`src/hw/rtl/twfd_pkg.sv`:
```
// shared types and constants for the typed word frame deframer
package twfd_pkg;

	localparam int unsigned BYTE_W     = 8;
	localparam int unsigned WORD_W     = 32;
	localparam int unsigned CFG_ADDR_W = 2;

	// configuration register indexes
	localparam logic [CFG_ADDR_W-1:0] REG_START_ONE = 2'd0;
	localparam logic [CFG_ADDR_W-1:0] REG_START_TWO = 2'd1;
	localparam logic [CFG_ADDR_W-1:0] REG_CLOSING   = 2'd2;

	// register reset values
	localparam logic [BYTE_W-1:0] START_ONE_RST = 8'h5A;
	localparam logic [BYTE_W-1:0] START_TWO_RST = 8'h7A;
	localparam logic [BYTE_W-1:0] CLOSING_RST   = 8'h00;

	// current register contents seen by the frame logic
	typedef struct packed {
		logic [BYTE_W-1:0] start_one;
		logic [BYTE_W-1:0] start_two;
		logic [BYTE_W-1:0] closing;
	} cfg_t;

	// one finished record
	typedef struct packed {
		logic              valid;
		logic              record_type;
		logic [WORD_W-1:0] sample_number;
		logic [WORD_W-1:0] payload_word;
	} result_t;

endpackage

```
`src/hw/rtl/twfd_if.sv`:
```
// channel interfaces: received bytes, finished records, register writes

interface twfd_byte_if;
	import twfd_pkg::*;
	logic              valid;
	logic              ready;
	logic [BYTE_W-1:0] rx_byte;
	modport source (output valid, output rx_byte, input ready);
	modport sink (input valid, input rx_byte, output ready);
endinterface

interface twfd_rec_if;
	import twfd_pkg::*;
	logic              valid;
	logic              ready;
	logic              record_type;
	logic [WORD_W-1:0] sample_number;
	logic [WORD_W-1:0] payload_word;
	modport source (output valid, output record_type, output sample_number,
		output payload_word, input ready);
	modport sink (input valid, input record_type, input sample_number,
		input payload_word, output ready);
endinterface

interface twfd_cfg_if;
	import twfd_pkg::*;
	logic                  valid;
	logic                  ready;
	logic [CFG_ADDR_W-1:0] addr;
	logic [BYTE_W-1:0]     data;
	modport source (output valid, output addr, output data, input ready);
	modport sink (input valid, input addr, input data, output ready);
endinterface

```
`src/hw/rtl/twfd_cfg_regs.sv`:
```
// configuration register file: start bytes and closing byte
module twfd_cfg_regs
	import twfd_pkg::*;
(
	input  logic       clk,
	input  logic       arst_n,
	twfd_cfg_if.sink   cfg,
	output cfg_t       regs
);

	cfg_t regs_q;

	// writes are always taken
	assign cfg.ready = 1'b1;
	assign regs      = regs_q;

	// register update, unknown indexes ignored
	always_ff @(posedge clk or negedge arst_n) begin
		if (!arst_n) begin
			regs_q.start_one <= START_ONE_RST;
			regs_q.start_two <= START_TWO_RST;
			regs_q.closing   <= CLOSING_RST;
		end else if (cfg.valid) begin
			case (cfg.addr)
				REG_START_ONE: regs_q.start_one <= cfg.data;
				REG_START_TWO: regs_q.start_two <= cfg.data;
				REG_CLOSING:   regs_q.closing   <= cfg.data;
				default: ;
			endcase
		end
	end

endmodule

```
`src/hw/rtl/twfd_core.sv`:
```
// frame state machine, payload shifter and per-type sample counters
module twfd_core
	import twfd_pkg::*;
(
	input  logic              clk,
	input  logic              arst_n,
	input  logic              step,
	input  logic [BYTE_W-1:0] rx_byte,
	input  cfg_t              regs,
	output result_t           res
);

	localparam logic [1:0] PH_HUNT    = 2'd0;
	localparam logic [1:0] PH_PAYLOAD = 2'd1;
	localparam logic [1:0] PH_CLOSE   = 2'd2;
	localparam logic [2:0] POS_FIRST  = 3'd1;
	localparam logic [2:0] POS_FULL   = 3'd5;

	logic [1:0]        phase_q, phase_d;
	logic [2:0]        pos_q, pos_d;
	logic              type_two_q, type_two_d;
	logic [WORD_W-1:0] shift_q, shift_d;
	logic [WORD_W-1:0] cnt_one_q, cnt_one_d;
	logic [WORD_W-1:0] cnt_two_q, cnt_two_d;

	// next state and result for the byte at hand
	always_comb begin
		phase_d           = phase_q;
		pos_d             = pos_q;
		type_two_d        = type_two_q;
		shift_d           = shift_q;
		cnt_one_d         = cnt_one_q;
		cnt_two_d         = cnt_two_q;
		res.valid         = 1'b0;
		res.record_type   = type_two_q;
		res.sample_number = type_two_q ? cnt_two_q : cnt_one_q;
		res.payload_word  = shift_q;
		case (phase_q)
			PH_PAYLOAD: begin
				shift_d = {shift_q[WORD_W-BYTE_W-1:0], rx_byte};
				pos_d   = pos_q + 3'd1;
				if (pos_d >= POS_FULL) begin
					phase_d = PH_CLOSE;
				end
			end
			PH_CLOSE: begin
				// good close emits, a bad one just drops the frame
				if (rx_byte == regs.closing) begin
					res.valid = 1'b1;
					if (type_two_q) begin
						cnt_two_d = cnt_two_q + 1'b1;
					end else begin
						cnt_one_d = cnt_one_q + 1'b1;
					end
				end
				phase_d = PH_HUNT;
			end
			default: begin
				// hunting; type one wins when both start bytes match
				phase_d = PH_HUNT;
				if (rx_byte == regs.start_one || rx_byte == regs.start_two) begin
					type_two_d = (rx_byte != regs.start_one);
					shift_d    = '0;
					pos_d      = POS_FIRST;
					phase_d    = PH_PAYLOAD;
				end
			end
		endcase
	end

	// state registers advance once per byte
	always_ff @(posedge clk or negedge arst_n) begin
		if (!arst_n) begin
			phase_q    <= PH_HUNT;
			pos_q      <= POS_FIRST;
			type_two_q <= 1'b0;
			shift_q    <= '0;
			cnt_one_q  <= '0;
			cnt_two_q  <= '0;
		end else if (step) begin
			phase_q    <= phase_d;
			pos_q      <= pos_d;
			type_two_q <= type_two_d;
			shift_q    <= shift_d;
			cnt_one_q  <= cnt_one_d;
			cnt_two_q  <= cnt_two_d;
		end
	end

endmodule

```
`src/hw/rtl/twfd_out_reg.sv`:
```
// result register driving the record channel
module twfd_out_reg
	import twfd_pkg::*;
(
	input  logic       clk,
	input  logic       arst_n,
	input  logic       load,
	input  result_t    res,
	output logic       free,
	twfd_rec_if.source rec
);

	logic              valid_q;
	logic              type_q;
	logic [WORD_W-1:0] number_q;
	logic [WORD_W-1:0] word_q;

	// room for a new result when empty or being drained this cycle
	assign free              = !valid_q || rec.ready;
	assign rec.valid         = valid_q;
	assign rec.record_type   = type_q;
	assign rec.sample_number = number_q;
	assign rec.payload_word  = word_q;

	// valid flag
	always_ff @(posedge clk or negedge arst_n) begin
		if (!arst_n) begin
			valid_q <= 1'b0;
		end else if (load) begin
			valid_q <= res.valid;
		end else if (rec.ready) begin
			valid_q <= 1'b0;
		end
	end

	// payload capture
	always_ff @(posedge clk) begin
		if (load && res.valid) begin
			type_q   <= res.record_type;
			number_q <= res.sample_number;
			word_q   <= res.payload_word;
		end
	end

endmodule

```
`src/hw/rtl/typed_word_frame_deframer.sv`:
```
// top level of the typed word frame deframer
//
// Bytes from a serial receiver enter on the rx channel, one beat per byte.
// The block hunts for either configured start byte, collects four payload
// bytes (first byte most significant) and checks the closing byte. A good
// close puts one beat on the rec channel: record type, that type's sample
// number (count of earlier good records, wrapping at 2^32) and the word.
// Bad closes and stray bytes produce nothing.
// The cfg channel writes the start bytes and closing byte at any time it is
// valid; it is always ready and should only be used while the block is idle.
// A byte accepted on rx waits in the input register until the result register
// has room; a finished record is driven on rec from the result register.
// Throughput: one byte per cycle while rec takes records, set by the single
// input register feeding the frame logic and the result register.
// Reset clears the frame state, both sample counters and both pipeline
// registers, and loads the register defaults (0x5A, 0x7A, 0x00).
// When rec stalls with a record held, the input register keeps one byte
// and then rx ready drops until the record is taken.
module typed_word_frame_deframer
	import twfd_pkg::*;
(
	input  logic       clk,
	input  logic       arst_n,
	twfd_byte_if.sink  rx,
	twfd_rec_if.source rec,
	twfd_cfg_if.sink   cfg
);

	logic              valid_s1;
	logic [BYTE_W-1:0] byte_s1;
	logic              out_free;
	logic              advance;
	cfg_t              regs;
	result_t           res;

	// the byte in the input register moves on when the result stage has room
	assign advance  = valid_s1 && out_free;
	assign rx.ready = !valid_s1 || out_free;

	// input register
	always_ff @(posedge clk or negedge arst_n) begin
		if (!arst_n) begin
			valid_s1 <= 1'b0;
		end else if (rx.valid && rx.ready) begin
			valid_s1 <= 1'b1;
		end else if (advance) begin
			valid_s1 <= 1'b0;
		end
	end

	always_ff @(posedge clk) begin
		if (rx.valid && rx.ready) begin
			byte_s1 <= rx.rx_byte;
		end
	end

	twfd_cfg_regs u_cfg (
		.clk    (clk),
		.arst_n (arst_n),
		.cfg    (cfg),
		.regs   (regs)
	);

	twfd_core u_core (
		.clk     (clk),
		.arst_n  (arst_n),
		.step    (advance),
		.rx_byte (byte_s1),
		.regs    (regs),
		.res     (res)
	);

	twfd_out_reg u_out (
		.clk    (clk),
		.arst_n (arst_n),
		.load   (advance),
		.res    (res),
		.free   (out_free),
		.rec    (rec)
	);

endmodule

```
`src/flat_wrapper.sv`:
```
// flat-port wrapper written by rule: the top's interface ports become plain ports
module typed_word_frame_deframer_flat import twfd_pkg::*;
  (clk, arst_n, rx_valid, rx_rx_byte, rx_ready, rec_valid, rec_record_type, rec_sample_number, rec_payload_word, rec_ready, cfg_valid, cfg_addr, cfg_data, cfg_ready);
  twfd_byte_if rx_i ();
  twfd_rec_if rec_i ();
  twfd_cfg_if cfg_i ();
  input  logic clk;
  input  logic arst_n;
  input wire logic [$bits(rx_i.valid)-1:0] rx_valid;
  input wire logic [$bits(rx_i.rx_byte)-1:0] rx_rx_byte;
  output wire logic [$bits(rx_i.ready)-1:0] rx_ready;
  output wire logic [$bits(rec_i.valid)-1:0] rec_valid;
  output wire logic [$bits(rec_i.record_type)-1:0] rec_record_type;
  output wire logic [$bits(rec_i.sample_number)-1:0] rec_sample_number;
  output wire logic [$bits(rec_i.payload_word)-1:0] rec_payload_word;
  input wire logic [$bits(rec_i.ready)-1:0] rec_ready;
  input wire logic [$bits(cfg_i.valid)-1:0] cfg_valid;
  input wire logic [$bits(cfg_i.addr)-1:0] cfg_addr;
  input wire logic [$bits(cfg_i.data)-1:0] cfg_data;
  output wire logic [$bits(cfg_i.ready)-1:0] cfg_ready;
  assign rx_i.valid = rx_valid;
  assign rx_i.rx_byte = rx_rx_byte;
  assign rx_ready = rx_i.ready;
  assign rec_valid = rec_i.valid;
  assign rec_record_type = rec_i.record_type;
  assign rec_sample_number = rec_i.sample_number;
  assign rec_payload_word = rec_i.payload_word;
  assign rec_i.ready = rec_ready;
  assign cfg_i.valid = cfg_valid;
  assign cfg_i.addr = cfg_addr;
  assign cfg_i.data = cfg_data;
  assign cfg_ready = cfg_i.ready;
  typed_word_frame_deframer u_core (.clk(clk), .arst_n(arst_n), .rx(rx_i), .rec(rec_i), .cfg(cfg_i));
endmodule
```
`config.mk`:
```
export PLATFORM = sky130hd
export DESIGN_NAME = typed_word_frame_deframer_flat
export DESIGN_NICKNAME = d
export VERILOG_FILES = /design/src/hw/rtl/twfd_pkg.sv /design/src/hw/rtl/twfd_if.sv /design/src/hw/rtl/twfd_cfg_regs.sv /design/src/hw/rtl/twfd_core.sv /design/src/hw/rtl/twfd_out_reg.sv /design/src/hw/rtl/typed_word_frame_deframer.sv /design/src/flat_wrapper.sv
export SDC_FILE = /design/constraint.sdc
export NUM_CORES = 1
export LEC_CHECK = 0
export ABC_AREA = 1
export BUFFER_PORTS_ARGS = -buffer_cell sky130_fd_sc_hd__buf_2
export CAP_MARGIN = 30
export CELL_PAD_IN_SITES_DETAIL_PLACEMENT = 1
export CELL_PAD_IN_SITES_GLOBAL_PLACEMENT = 1
export CORE_AREA = 2 2 186 188
export CTS_BUF_LIST = sky130_fd_sc_hd__clkbuf_16
export DETAILED_ROUTE_END_ITERATION = 10
export DIE_AREA = 0 0 188 190
export HOLD_SLACK_MARGIN = 0.06
export PLACE_DENSITY = 0.59
export SETUP_SLACK_MARGIN = 0.15
export SLEW_MARGIN = 20
export SYNTH_ARGS = -nofsm -noshare
export SYNTH_HDL_FRONTEND = slang
export SYNTH_SLANG_ARGS = --single-unit
```
`constraint.sdc`:
```
create_clock -name clk -period 3.5 [get_ports clk]
set_clock_uncertainty 0.2 [all_clocks]
set_input_delay 0.175 -clock clk [delete_from_list [all_inputs] [get_ports clk]]
set_output_delay 0.175 -clock clk [all_outputs]
set_load 0.01 [all_outputs]
```
==> Word-level counts from Yosys, hierarchy flattened <==
Cells that the tools add are included.
{ "word_totals": {"n_memories": 0, "ramBits": 0, "romBits": 0, "wordCells": 66, "latch_bits": 0, "regBits": 201, "in_bits": 23, "out_inout_bits": 68} }
{ "classes": {"n_bitwise": 3, "div_mod_pow": 0, "multipliers": 0, "n_shift": 0, "reduce_logical": 21, "addsub": 3, "order_cmp": 1, "eq_ne": 9, "n_mux": 14} }
{ "op_table": {"columns": ["cell", "count"], "rows": [
  ["adder 32 x 1 -> 32 bit, second input constant", 2],
  ["two-way mux 32 bit", 2],
  ["one-hot mux 32 bit (2 select lines)", 1],
  ["equality test 8 bit", 3],
  ["inequality test 8 bit", 1],
  ["AND reduction 2 bit", 4],
  ["AND reduction 4 bit", 2],
  ["two-way mux 1 bit", 7],
  ["one-hot mux 3 bit (2 select lines)", 1],
  ["AND reduction 3 bit", 2],
  ["nonzero test 2 bit", 3],
  ["equality test 2 x 1 -> 1 bit, second input constant", 2],
  ["equality test 2 bit, second input constant", 2],
  ["one-hot mux 2 bit (2 select lines)", 1],
  ["adder 3 x 1 -> 3 bit, second input constant", 1],
  [">= comparator 3 bit, second input constant", 1],
  ["logical AND 1 bit", 3],
  ["logical OR 1 bit", 3],
  ["two-way mux 3 bit", 1],
  ["NOT 1 bit", 3],
  ["logical NOT 1 bit", 2],
  ["logical NOT 2 bit", 1],
  ["two-way mux 2 bit", 1],
  ["inequality test 2 bit, second input constant", 1],
  ["OR reduction 2 bit", 1]
]} }

==> Depth between registers and ports, before layout <==
Gate-level depths: netlist (run 1).
{ "logic_depth": {"depth_word": 5, "depth_mapped": 11, "ltp_nobuf": 10} }

==> By module <==
From an unflattened synthesis (run 1), not the netlist that was laid out.
{ "hier_totals": {"hier_cells": 1211, "area_unflattened_um2": 9912.0} }
{ "by_module_without_submodules": {"columns": ["module", "instances", "seq_area_each_um2", "cells_each", "area_each_um2"], "rows": [
  ["twfd_core", 1, 2553.7, 1013, 6542.5],
  ["twfd_out_reg", 1, 1976.9, 73, 2003.2],
  ["twfd_cfg_regs", 1, 611.8, 109, 1073.5],
  ["typed_word_frame_deframer", 1, 265.3, 16, 292.8]
]} }

==> Least setup slack after synthesis (run 1) <==
No wires, ideal clock.
{ "synth_path": {"kind": "register to register", "startpoint": "register u_core.byte_s1[4]", "endpoint": "register u_core.u_out.word_q[0], in the netlist u_core.u_out.rec.payload_word[0], enable pin", "path_stages_with_launch": 6, "arrival_ns": 2.290, "required_ns": 2.881, "setup_time_ns": 0.419, "setup_slack_ns": 0.591, "path_buffers": 0, "period_less_slack_ns": 2.909, "path_cell_list": "edfxtp_1 -> xnor2_1 -> nand3_1 -> nor3_1 -> nand2_1 -> inv_1"} }
{ "synth_between": {"elab_chain_len": 4} }
{ "synth_lines": {"columns": ["element", "line_no", "text"], "rows": [
  ["start: declaration", "typed_word_frame_deframer.sv:30", "logic [BYTE_W-1:0] byte_s1;"],
  ["start signal: assignment", "typed_word_frame_deframer.sv:53", "byte_s1 <= rx.rx_byte;"],
  ["equality test 8 bit", "twfd_core.sv:48", "if (rx_byte == regs.closing) begin"],
  ["two-way mux 1 bit", "twfd_core.sv:48", null],
  ["two-way mux 1 bit", "twfd_core.sv:38", "case (phase_q)"],
  ["logical AND 1 bit", "twfd_out_reg.sv:38", "if (load && res.valid) begin"],
  ["end signal: assignment", "twfd_out_reg.sv:41", "word_q <= res.payload_word;"],
  ["end: declaration", "twfd_out_reg.sv:16", "logic [WORD_W-1:0] word_q;"]
]} }
Every way passes these cells.
A chain may end at the register's enable or synchronous reset.

==> Final worst setup path (run 1) <==
{ "layout_path": {"startpoint": "register u_core.byte_s1[5]", "endpoint": "register u_core.u_core.cnt_two_q[10]"} }
{ "layout_between": {"elab_chain_len": 2} }
{ "layout_lines": {"columns": ["element", "line_no", "text"], "rows": [
  ["equality test 8 bit", "twfd_core.sv:48", null],
  ["AND reduction 4 bit (no line)", null, null],
  ["end signal: assignment", "twfd_core.sv:86", "cnt_two_q <= cnt_two_d;"],
  ["end: declaration", "twfd_core.sv:24", "logic [WORD_W-1:0] cnt_two_q, cnt_two_d;"]
]} }
Every way passes these cells.

==> results of run 1 <==
## final timing paths
check | start | cells after the start | slack, ps | endpoint
worst max-delay path | u_core.byte_s1[5] | 7 | 1130 | u_core.u_core.cnt_two_q[10]
worst min-delay path | cfg_valid | 4 | 70 | u_core.u_cfg.regs[19]
worst max register to register | u_core.byte_s1[5] | 7 | 1130 | u_core.u_core.cnt_two_q[10]
worst min register to register | u_core.u_core.shift_q[31] | 0 | 250 | u_core.u_out.rec.payload_word[31]
max in group asynchronous | arst_n | 4 | 2080 | u_core.u_cfg.regs[11]
min in group asynchronous | arst_n | 3 | 540 | u_core.u_core.pos_q[0]
## synth_stat cells, drive strengths merged
master / count / share of area
nand3: 71 / 0.040
nand2: 564 / 0.21
clkbuf: 8 / 0.0030
ha: 7 / 0.0088
o31ai: 1 / 0.00075
nand4: 5 / 0.0031
a21oi: 1 / 0.00050
xnor2: 17 / 0.015
conb: 1 / 0.00038
dfrtp: 118 / 0.30
nand3b: 6 / 0.0045
dfstp: 10 / 0.026
xor2: 31 / 0.027
o21ai: 52 / 0.026
buf: 24 / 0.020
or2: 1 / 0.00063
nor3: 20 / 0.011
nor2: 99 / 0.043
inv: 100 / 0.038
edfxtp: 73 / 0.22
## timing repair
action	4_1_cts	5_1_grt
buffers inserted	0	0
gates resized for setup	0	0
hold endpoints to repair	162	0
hold buffers	21	0
## metrics by stage
stage	cell area [sq um]	power, mW	hold slack, ps
2_1_floorplan	9950	2.82	-321
3_3_place_gp	10800	2.94	-17.7
3_5_place_dp	10800	2.95	-17.1
4_1_cts	11800	5.41	67.8
5_1_grt	11800	5.58	138
6_report	11800	5.33	73.1
## power by group
part | internal [mW] | switching [mW] | total [mW]
Clock | 1.41 | 0.997 | 2.41
Sequential | 2.52 | 0.0649 | 2.58
Combinational | 0.115 | 0.225 | 0.340
Total | 4.04 | 1.29 | 5.33
## cell type report
| cell class | count | area, sq um | area share |
|---|---|---|---|
| Timing Repair Buffer | 115 | 729 | 0.0619 |
| Tap cell | 455 | 569 | 0.0483 |
| Sequential cell | 201 | 5410 | 0.459 |
| Clock inverter | 18 | 118 | 0.00998 |
| Inverter | 100 | 375 | 0.0319 |
| Multi-Input combinational cell | 876 | 3930 | 0.334 |
| Clock buffer | 26 | 651 | 0.0552 |
## worst max-delay path: cells and delay by family, from the launching register on
| kind | cells | cell delay [ps] |
|---|---|---|
| simple gates | 6 | 1260 |
| flops | 1 | 490 |
| xor+xnor | 1 | 320 |
## state kept, by name, indices dropped and copies added (netlist names), 2 cells and up
name / count
u_core.u_core.cnt_one_q: 32
u_core.u_core.cnt_two_q: 32
u_core.u_core.shift_q: 32
u_core.u_out.rec.payload_word: 32
u_core.u_out.rec.sample_number: 32
u_core.u_cfg.regs: 24
u_core.byte_s1: 8
u_core.u_core.pos_q: 3
u_core.u_core.phase_q: 2
## logic make-up after synthesis
kind of cell	after synthesis
AND/OR/NAND/NOR	766
other	1
XOR/XNOR	48
buffers and inverters	132
AO/OA/AOI/OAI	54
flip-flops	201
adder cells (fa/ha/maj)	7
## cells in the final DEF, fill, tap and decap left out, types with 2 or more instances in the layout
cell type | netlist | layout
nand2_1 | 556 | 556
dfrtp_1 | 118 | 117
inv_1 | 93 | 98
nor2_1 | 88 | 88
buf_2 | 4 | 88
edfxtp_1 | 73 | 73
nand3_1 | 66 | 66
o21ai_0 | 52 | 52
xor2_1 | 31 | 31
clkbuf_16 | 0 | 26
dlygate4sd3_1 | 0 | 20
nor3_1 | 19 | 19
xnor2_1 | 17 | 17
dfstp_2 | 10 | 10
inv_2 | 7 | 8
nand2_2 | 8 | 8
ha_1 | 7 | 7
nor2_4 | 6 | 6
nand3b_1 | 6 | 6
clkinv_1 | 0 | 6
nand4_1 | 5 | 5
nor2_2 | 5 | 5
buf_4 | 4 | 4
nand3_2 | 3 | 3
nand3_4 | 2 | 2
clkinv_2 | 0 | 2
## metal layers
layer,part of all wire,GRT usage
met1,0.48,0.224
met3,0.031,0.0214
met4,0.018,0.0397
met2,0.47,0.268
met5,0,0
==> results.yml, run 1 <==
outcome:
  status: "completed"
synth:
  synth_compound_area_frac: 0.0274
  ys_types: 30
  synth_area_sq_um: 9950
  synthAdderAreaFrac: 0.00881
  seq_area_frac_synth: 0.544
  synthXorXnorAreaFrac: 0.0423
  syn_inst: 1209
  syn_avg_cell_area_sq_um: 8.23
  synth-simple-area-share: 0.317
  synth_mux_area_frac: 0
  ys_ff_latch: 201
  ys_warn_count: 0
  synthesis.nets: 1239
  synth_top_family_by_area: "simple AND/OR/NAND/NOR gates"
job:
  drv_cap: 0
worst_setup_path:
  critical_path.cell_chain: "xnor2_1 -> nand2_1 -> nor2_4 -> nand3_2 -> nor2_4 -> nand2_1 -> nand2_1"
  crit_type: "register to register"
  required_ps: 3740
  startpoint_type: "register"
  end_kind: "register"
  cp.arrival_ps: 2610
  slowest_stage: "nor2_4"
  critPathMaxFanout: 32
  crit_top_cell: "nand2_1"
  max_stage_delay_ps: 660
routing:
  drc: 0
  firstDrtPassIters: 4
  detail_route.wl_per_cell_um: 15.7
  vias: 7976
  first_iter_violations: 464
  wirelength_mm: 28.2
  vias_per_cell: 4.45
  ant_nets: 0
sta:
  rsz0062_at_grt: "false"
  fin_setup_tns_ps: 0
  setup_violations: 0
  max_slew_margin: 0.441
  tightest_slew_ps: 836
  hold_violations: 0
  fin_crit_ps: 2370
  timing.final.ws_setup_ps: 1130
  period_share: 0.677
  fmax_ghz: 0.422
  drv_slew: 0
placement:
  pre_cts_slack_ps: 1120
  dp.cells: 1726
  gp_congestion: 0.771
  hpwlAfterDp_mm: 20.2
  portBuffers: 89
floorplan:
  dieArea_sq_um: 35700
  start_util: 0.293
  dieHeight_um: 190
  core_area_sq_um: 33900
  die_w_um: 188
  design.portCount: 91
  num_rows: 68
grt:
  grt_pass1_vias: 8286
  grt_overflow_total: 0
  grt_pass1_wl_mm: 46.1
  grt_start_max_net_pins: 75
  grt_usage: 0.162
  antenna_found_initial: 0
finish:
  fill_cells: 4038
  nets: 1348
  drive_gt1_frac: 0.128
  n_antenna_cell: 0
  area_growth_syn_to_layout_pct: 18.5
  instances_no_fill: 1791
  fin_util: 0.347
min_path:
  hold_path.class: "input port to register"
clocking:
  cts_buffers: 24
  cts.clk_slew.worst_paths_ps: 60
  clkSinkCount: 201
  clock_latency_ps: 530
  htreeDepth: 1
  cts_root_buffer: "clkbuf_16"
  cts_tree: "done"
  cts_buffer_depth: 3
pwr:
  p_per_area_nw_per_um2: 452
  peakVddDrop_mv: 0.276
  leakagePower_nw: 5.65
(Power assumes the default switching activity.)
==> inputs of run 2 (changes only) <==
--- a/config.mk
+++ b/config.mk
@@ -15,7 +15,7 @@
 export DETAILED_ROUTE_END_ITERATION = 10
 export DIE_AREA = 0 0 188 190
 export HOLD_SLACK_MARGIN = 0.06
-export PLACE_DENSITY = 0.59
+export PLACE_DENSITY = 0.61
 export SETUP_SLACK_MARGIN = 0.15
 export SLEW_MARGIN = 20
 export SYNTH_ARGS = -nofsm -noshare
==> constraint.sdc (replaced) <==
create_clock -name clk -period 2.05 [get_ports clk]
set_clock_uncertainty 0.2 [all_clocks]
set_input_delay 0.1025 -clock clk [delete_from_list [all_inputs] [get_ports clk]]
set_output_delay 0.1025 -clock clk [all_outputs]
set_load 0.01 [all_outputs]
==> run 2 against run 1 <==
Maximum frequency up 20%. Core utilization up 2.9 points. Sequential power grew 71%. Clock power increased by 76%. Global-route usage is 0.30 points higher. Final cell count rose by 3.6%. First-iteration DRC count shrank 4.1%. Critical path depth unchanged. Die area unchanged. Worst setup slack worse by 1100 ps. Non-clock buffer count grew 65. Routed wire length rose by 6.5%. Critical path type unchanged. Largest power group unchanged.
==> results.yml, run 2 (synthesis results as in run 1) <==
placement:
  pre_cts_slack_ps: 62.2
  dp.cells: 1761
  portBuffers: 89
  hpwlAfterDp_mm: 20.9
  gp_congestion: 0.805
  placed_cell_area_sq_um: 11200
floorplan:
  core_area_sq_um: 33900
  dieArea_sq_um: 35700
  start_util: 0.293
  dieHeight_um: 190
  num_rows: 68
  design.portCount: 91
  die_w_um: 188
finish:
  nets: 1413
  seq_area_sq_um: 5410
  layout_commonest_cell: "nand2_1"
  multi_input_area_sq_um: 4130
  instances_no_fill: 1856
  fill_cells: 4040
  area_growth_syn_to_layout_pct: 28.3
  drive_gt1_frac: 0.201
  mostFrequentLayoutCells: "nand2_1 (525), dfrtp_1 (117), inv_1 (97)"
  fin_area_sq_um: 12800
  n_antenna_cell: 0
  fin_util: 0.376
grt:
  grt_pass1_wl_mm: 46.9
  grt_use_met2: 0.282
  antenna_found_initial: 0
  grt_pass1_vias: 8541
  grt-busiest-layer: "met2"
  grt_overflow_total: 0
  grt_usage: 0.165
  grt_start_max_net_pins: 53
  grtUsageMet1: 0.222
  use_met3: 0.0225
outcome:
  status: "completed"
sta:
  timing.final.ws_setup_ps: 76.4
  period_share: 0.963
  fin_crit_ps: 1970
  hold_violations: 0
  timing.hold.ws_ps: 105
  tightest_slew_ps: 605
  rsz0062_at_grt: "true"
  setup_violations: 0
  max_slew_margin: 0.596
  fmax_ghz: 0.507
  drv_slew: 0
clocking:
  cts_root_buffer: "clkbuf_16"
  cts.clk_slew.worst_paths_ps: 60
  clkSinkCount: 201
  cts_buffer_depth: 3
  cts_buffers: 24
  clock_latency_ps: 520
  htreeDepth: 1
  cts_tree: "done"
routing:
  ant_nets: 0
  first_iter_violations: 445
  vias: 8300
  detail_route.wl_per_cell_um: 16.2
  wirelength_mm: 30.0
  drc: 0
  vias_per_cell: 4.47
  firstDrtPassIters: 4
worst_setup_path:
  slowest_stage: "edfxtp_1"
  critPathMaxFanout: 6
  crit_family: "buffers and inverters"
  cp.arrival_ps: 2010
  worstPathBufferInverterCount: 4
  max_stage_delay_ps: 450
  end_kind: "register"
  required_ps: 2090
  crit_type: "register to register"
  critical_path.cell_chain: "xnor2_2 -> inv_1 -> nor3_2 -> nand2_2 -> clkinvlp_4 -> buf_12 -> clkbuf_16"
  startpoint_type: "register"
pwr:
  peakVddDrop_mv: 0.418
  p_per_area_nw_per_um2: 736
  leakagePower_nw: 6.18
job:
  drv_cap: 0
min_path:
  hold_path.class: "input port to register"
[run 2: changes by cell type in the layout (fill, tap and decap cells not counted), sizes merged]
cell / previous run / this run
buf: 95 / 149
clkinvlp: 1 / 3
dlygate4sd3: 20 / 26
clkinv: 10 / 8
bufinv: 1 / 3
clkbuf: 26 / 29
[run 2: final timing paths]
path | from | to | slack (ps) | cells past startpoint
max | u_core.byte_s1[2] | u_core.u_out.rec.sample_number[1] | 80 | 7
min | rx_rx_byte[7] | u_core.byte_s1[7] | 110 | 2
max reg2reg | u_core.byte_s1[2] | u_core.u_out.rec.sample_number[1] | 80 | 7
min reg2reg | u_core.u_core.shift_q[31] | u_core.u_out.rec.payload_word[31] | 250 | 0
max in group asynchronous | arst_n | u_core.u_cfg.regs[19] | 460 | 4
min in group asynchronous | arst_n | u_core.u_core.cnt_two_q[15] | 470 | 3
[run 2: metal layers]
layer,vias to the layer above,wire length (um)
met1,4025,13900
met2,104,14700
met5,-,0
li1,4140,-
met3,31,893
met4,0,459
[run 2: repair_timing]
action | 4_1_cts | 5_1_grt
setup buffers | 6 | 12
endpoints found under the hold margin | 169 | 0
hold buffers | 26 | 0
resized for setup | 7 | 53
pin swaps | 1 | 23
setup endpoints to repair | 153 | 170
cloned | 1 | 6
[run 2: metrics by stage]
step	setup TNS [ps]	power [mW]
2_1_floorplan	-24050	4.82
3_3_place_gp	0	5.07
3_5_place_dp	0	5.10
4_1_cts	0	9.45
5_1_grt	-16.2	9.79
6_report	0	9.39
[run 2: final cells by class]
class,instances,area share
Sequential cell,201,0.424
Multi-Input combinational cell,876,0.324
Timing Repair Buffer,180,0.116
Clock buffer,24,0.0471
Tap cell,455,0.0446
Inverter,100,0.0299
Clock inverter,20,0.0144
[run 2: power by group]
group	switching, mW	internal (mW)
Clock	1.72	2.51
Combinational	0.435	0.308
Sequential	0.118	4.30
Total	2.28	7.12
==> inputs of run 3 (changes only) <==
--- a/config.mk
+++ b/config.mk
@@ -5,17 +5,16 @@
 export SDC_FILE = /design/constraint.sdc
 export NUM_CORES = 1
 export LEC_CHECK = 0
-export ABC_AREA = 1
 export BUFFER_PORTS_ARGS = -buffer_cell sky130_fd_sc_hd__buf_2
 export CAP_MARGIN = 30
 export CELL_PAD_IN_SITES_DETAIL_PLACEMENT = 1
 export CELL_PAD_IN_SITES_GLOBAL_PLACEMENT = 1
-export CORE_AREA = 2 2 186 188
+export CORE_AREA = 2 2 172 174
 export CTS_BUF_LIST = sky130_fd_sc_hd__clkbuf_16
 export DETAILED_ROUTE_END_ITERATION = 10
-export DIE_AREA = 0 0 188 190
+export DIE_AREA = 0 0 174 176
 export HOLD_SLACK_MARGIN = 0.06
-export PLACE_DENSITY = 0.61
+export PLACE_DENSITY = 0.57
 export SETUP_SLACK_MARGIN = 0.15
 export SLEW_MARGIN = 20
 export SYNTH_ARGS = -nofsm -noshare
==> run 3 against run 2 <==
The flow now finishes with violations (negative setup slack). Clock power is 11% lower. Non-clock buffer count rose by 51. Maximum frequency down 13%. Critical endpoint is now u_core.u_core.cnt_one_q[12]. Largest power group unchanged.
==> results.yml, run 3 <==
placement:
  gp_congestion: 0.814
  dp.cells: 1150
  portBuffers: 89
  hpwlAfterDp_mm: 16.0
routing:
  vias: 5927
  vias_per_cell: 4.76
  ant_nets: 0
  drc: 0
  detail_route.wl_per_cell_um: 19.5
  first_iter_violations: 283
  wirelength_mm: 24.3
  firstDrtPassIters: 4
pwr:
  intPower_mw: 7.56
  peakVddDrop_mv: 0.648
  swShare: 0.256
  clkPwrFrac: 0.372
  seqPwrFrac: 0.498
  p_per_area_nw_per_um2: 842
  combinationalPowerShare: 0.130
  leakagePower_nw: 5.49
  total_power_mw: 10.2
  p_sw_mw: 2.60
floorplan:
  dieArea_sq_um: 30600
  design.portCount: 91
  dieHeight_um: 176
  core_area_sq_um: 28500
  die_w_um: 174
  num_rows: 62
  start_util: 0.297
synth:
  synthTopCellsByCount: "dfrtp_1 (118), edfxtp_1 (73), mux2_2 (57)"
  seq_area_frac_synth: 0.638
  synth_area_leaders: "dfrtp_1 (35%), edfxtp_1 (26%), mux2_2 (7.6%)"
  syn_inst: 608
  ys_types: 39
  synthesis.nets: 638
  yosysMostFrequentCell: "dfrtp_1"
  syn_avg_cell_area_sq_um: 13.9
  synth.largest_area_cell: "dfrtp_1"
  synth_ff_type: "dfrtp_1"
  ys_async_sr_fraction: 0.637
  ys_ff_latch: 201
  synth-edff-count: 73
  synth_area_sq_um: 8470
  ys_warn_count: 0
  synth_top_area_share: 0.349
finish:
  fill_cells: 3005
  instances_no_fill: 1246
  multi_input_area_sq_um: 3480
  n_antenna_cell: 0
  seq_area_sq_um: 5410
  area_growth_syn_to_layout_pct: 42.4
  mostFrequentLayoutCells: "dfrtp_1 (115), buf_2 (88), buf_4 (87)"
  drive_gt1_frac: 0.447
  layout_commonest_cell: "dfrtp_1"
  nets: 875
worst_setup_path:
  cp.arrival_ps: 2460
  required_ps: 2250
  end_kind: "register"
  crit_type: "register to register"
  startpoint_type: "register"
  slowest_stage: "or4_4"
  reg2regPathDepth: 8
  critical_path.cell_chain: "xnor2_2 -> nand4_1 -> or4_4 -> buf_12 -> clkinv_16 -> buf_12 -> nand4_1 -> xnor2_2"
  max_stage_delay_ps: 520
  critPathMaxFanout: 8
clocking:
  clkSinkCount: 201
  htreeDepth: 1
  cts_buffer_depth: 3
  cts_tree: "done"
  cts_buffers: 23
  cts.clk_slew.worst_paths_ps: 60
  clock_latency_ps: 520
  cts_root_buffer: "clkbuf_16"
sta:
  drv_slew: 0
  hold_violations: 0
  fmax_ghz: 0.441
  max_slew_margin: 0.636
  tightest_slew_ps: 544
  rsz0062_at_grt: "true"
  timing.final.ws_setup_ps: -216
  period_share: 1.11
  fin_crit_ps: 2270
  setup_violations: 140
  fin_setup_tns_ps: -20570
outcome:
  violations: "negative setup slack"
  status: "complete, but fails checks"
min_path:
  hold_path.class: "input port to register"
  min_delay_path_depth: 2
grt:
  grt_pass1_wl_mm: 38.2
  grt_pass1_vias: 6554
  antenna_found_initial: 0
  grt_start_max_net_pins: 39
  grt_overflow_total: 0
  grt_usage: 0.158
job:
  drv_cap: 0
run 3: cell count changes in the layout (fill, tap and decap cells not counted), sizes merged, moves of 34 or more:
cell / delta
mux2: +58
buf: +52
o21ai: -50
nor2: -85
nand3: -39
a22o: +34
inv: -93
nand2: -541
run 3: worst paths after layout:
check                                          start                                 to  slack (ps)
max                                u_core.byte_s1[2]        u_core.u_core.cnt_one_q[12]        -220
min                                    rx_rx_byte[2]                  u_core.byte_s1[2]         110
max reg2reg                        u_core.byte_s1[2]        u_core.u_core.cnt_one_q[12]        -220
min reg2reg                u_core.u_core.shift_q[29]  u_core.u_out.rec.payload_word[29]         250
max in group asynchronous                     arst_n             u_core.u_core.pos_q[0]         580
min in group asynchronous                     arst_n        u_core.u_core.cnt_one_q[24]         320
run 3: cell families after synthesis:
family | synth area share
xor+xnor | 0.0889
buf+inv | 0.0180
compound gates | 0.0397
other cells | 0.000443
mux | 0.0795
flops | 0.638
fa+ha+maj | 0.0103
simple gates | 0.125
run 3: layer usage:
layer	global-route usage	up-vias	wire [um]
li1	-	2727	-
met1	0.201	3058	10400
met2	0.274	106	12400
met3	0.0243	36	791
met4	0.0574	0	716
met5	0	-	0
run 3: power by group through the flow:
stage | clock (mW) | combinational, mW | sequential [mW]
after detailed placement | 0 | 1.08 | 5.11
after CTS | 3.89 | 1.26 | 5.05
after floorplan | 0 | 0.703 | 4.97
after global routing | 4.05 | 1.44 | 5.11
final | 3.78 | 1.32 | 5.05
after global placement | 0 | 1.02 | 5.08
run 3: what timing repair did:
action,in CTS,in global routing
hold endpoints to repair,170,0
hold buffers,28,0
setup buffers,7,10
cloned,6,2
pin swaps,57,22
endpoints found under the setup margin,167,168
gates resized for setup,101,32
run 3: cell type report:
type / count / area share
Sequential cell: 201 / 0.449
Multi-Input combinational cell: 378 / 0.289
Timing Repair Buffer: 231 / 0.157
Clock buffer: 24 / 0.0498
Tap cell: 384 / 0.0398
Clock inverter: 18 / 0.00799
Inverter: 7 / 0.00436
Timing Repair inverter: 3 / 0.00342
run 3: through the flow:
stage | hold WS (ps) | utilization | setup WS (ps) | instance area (sq um)
6_report | 110 | 0.423 | -216 | 12100
5_1_grt | 103 | 0.423 | -300 | 12100
4_1_cts | 94.4 | 0.412 | -201 | 11800
3_5_place_dp | -117 | 0.354 | -289 | 10100
3_3_place_gp | -118 | 0.354 | -286 | 10100
2_1_floorplan | -393 | - | -191 | 8530
run 3: critical path, delay by kind of cell, from the launching register on:
kind          cells  cell delay, ps
xor+xnor          2             340
buf+inv           3             360
flops             1             450
simple gates      3             790
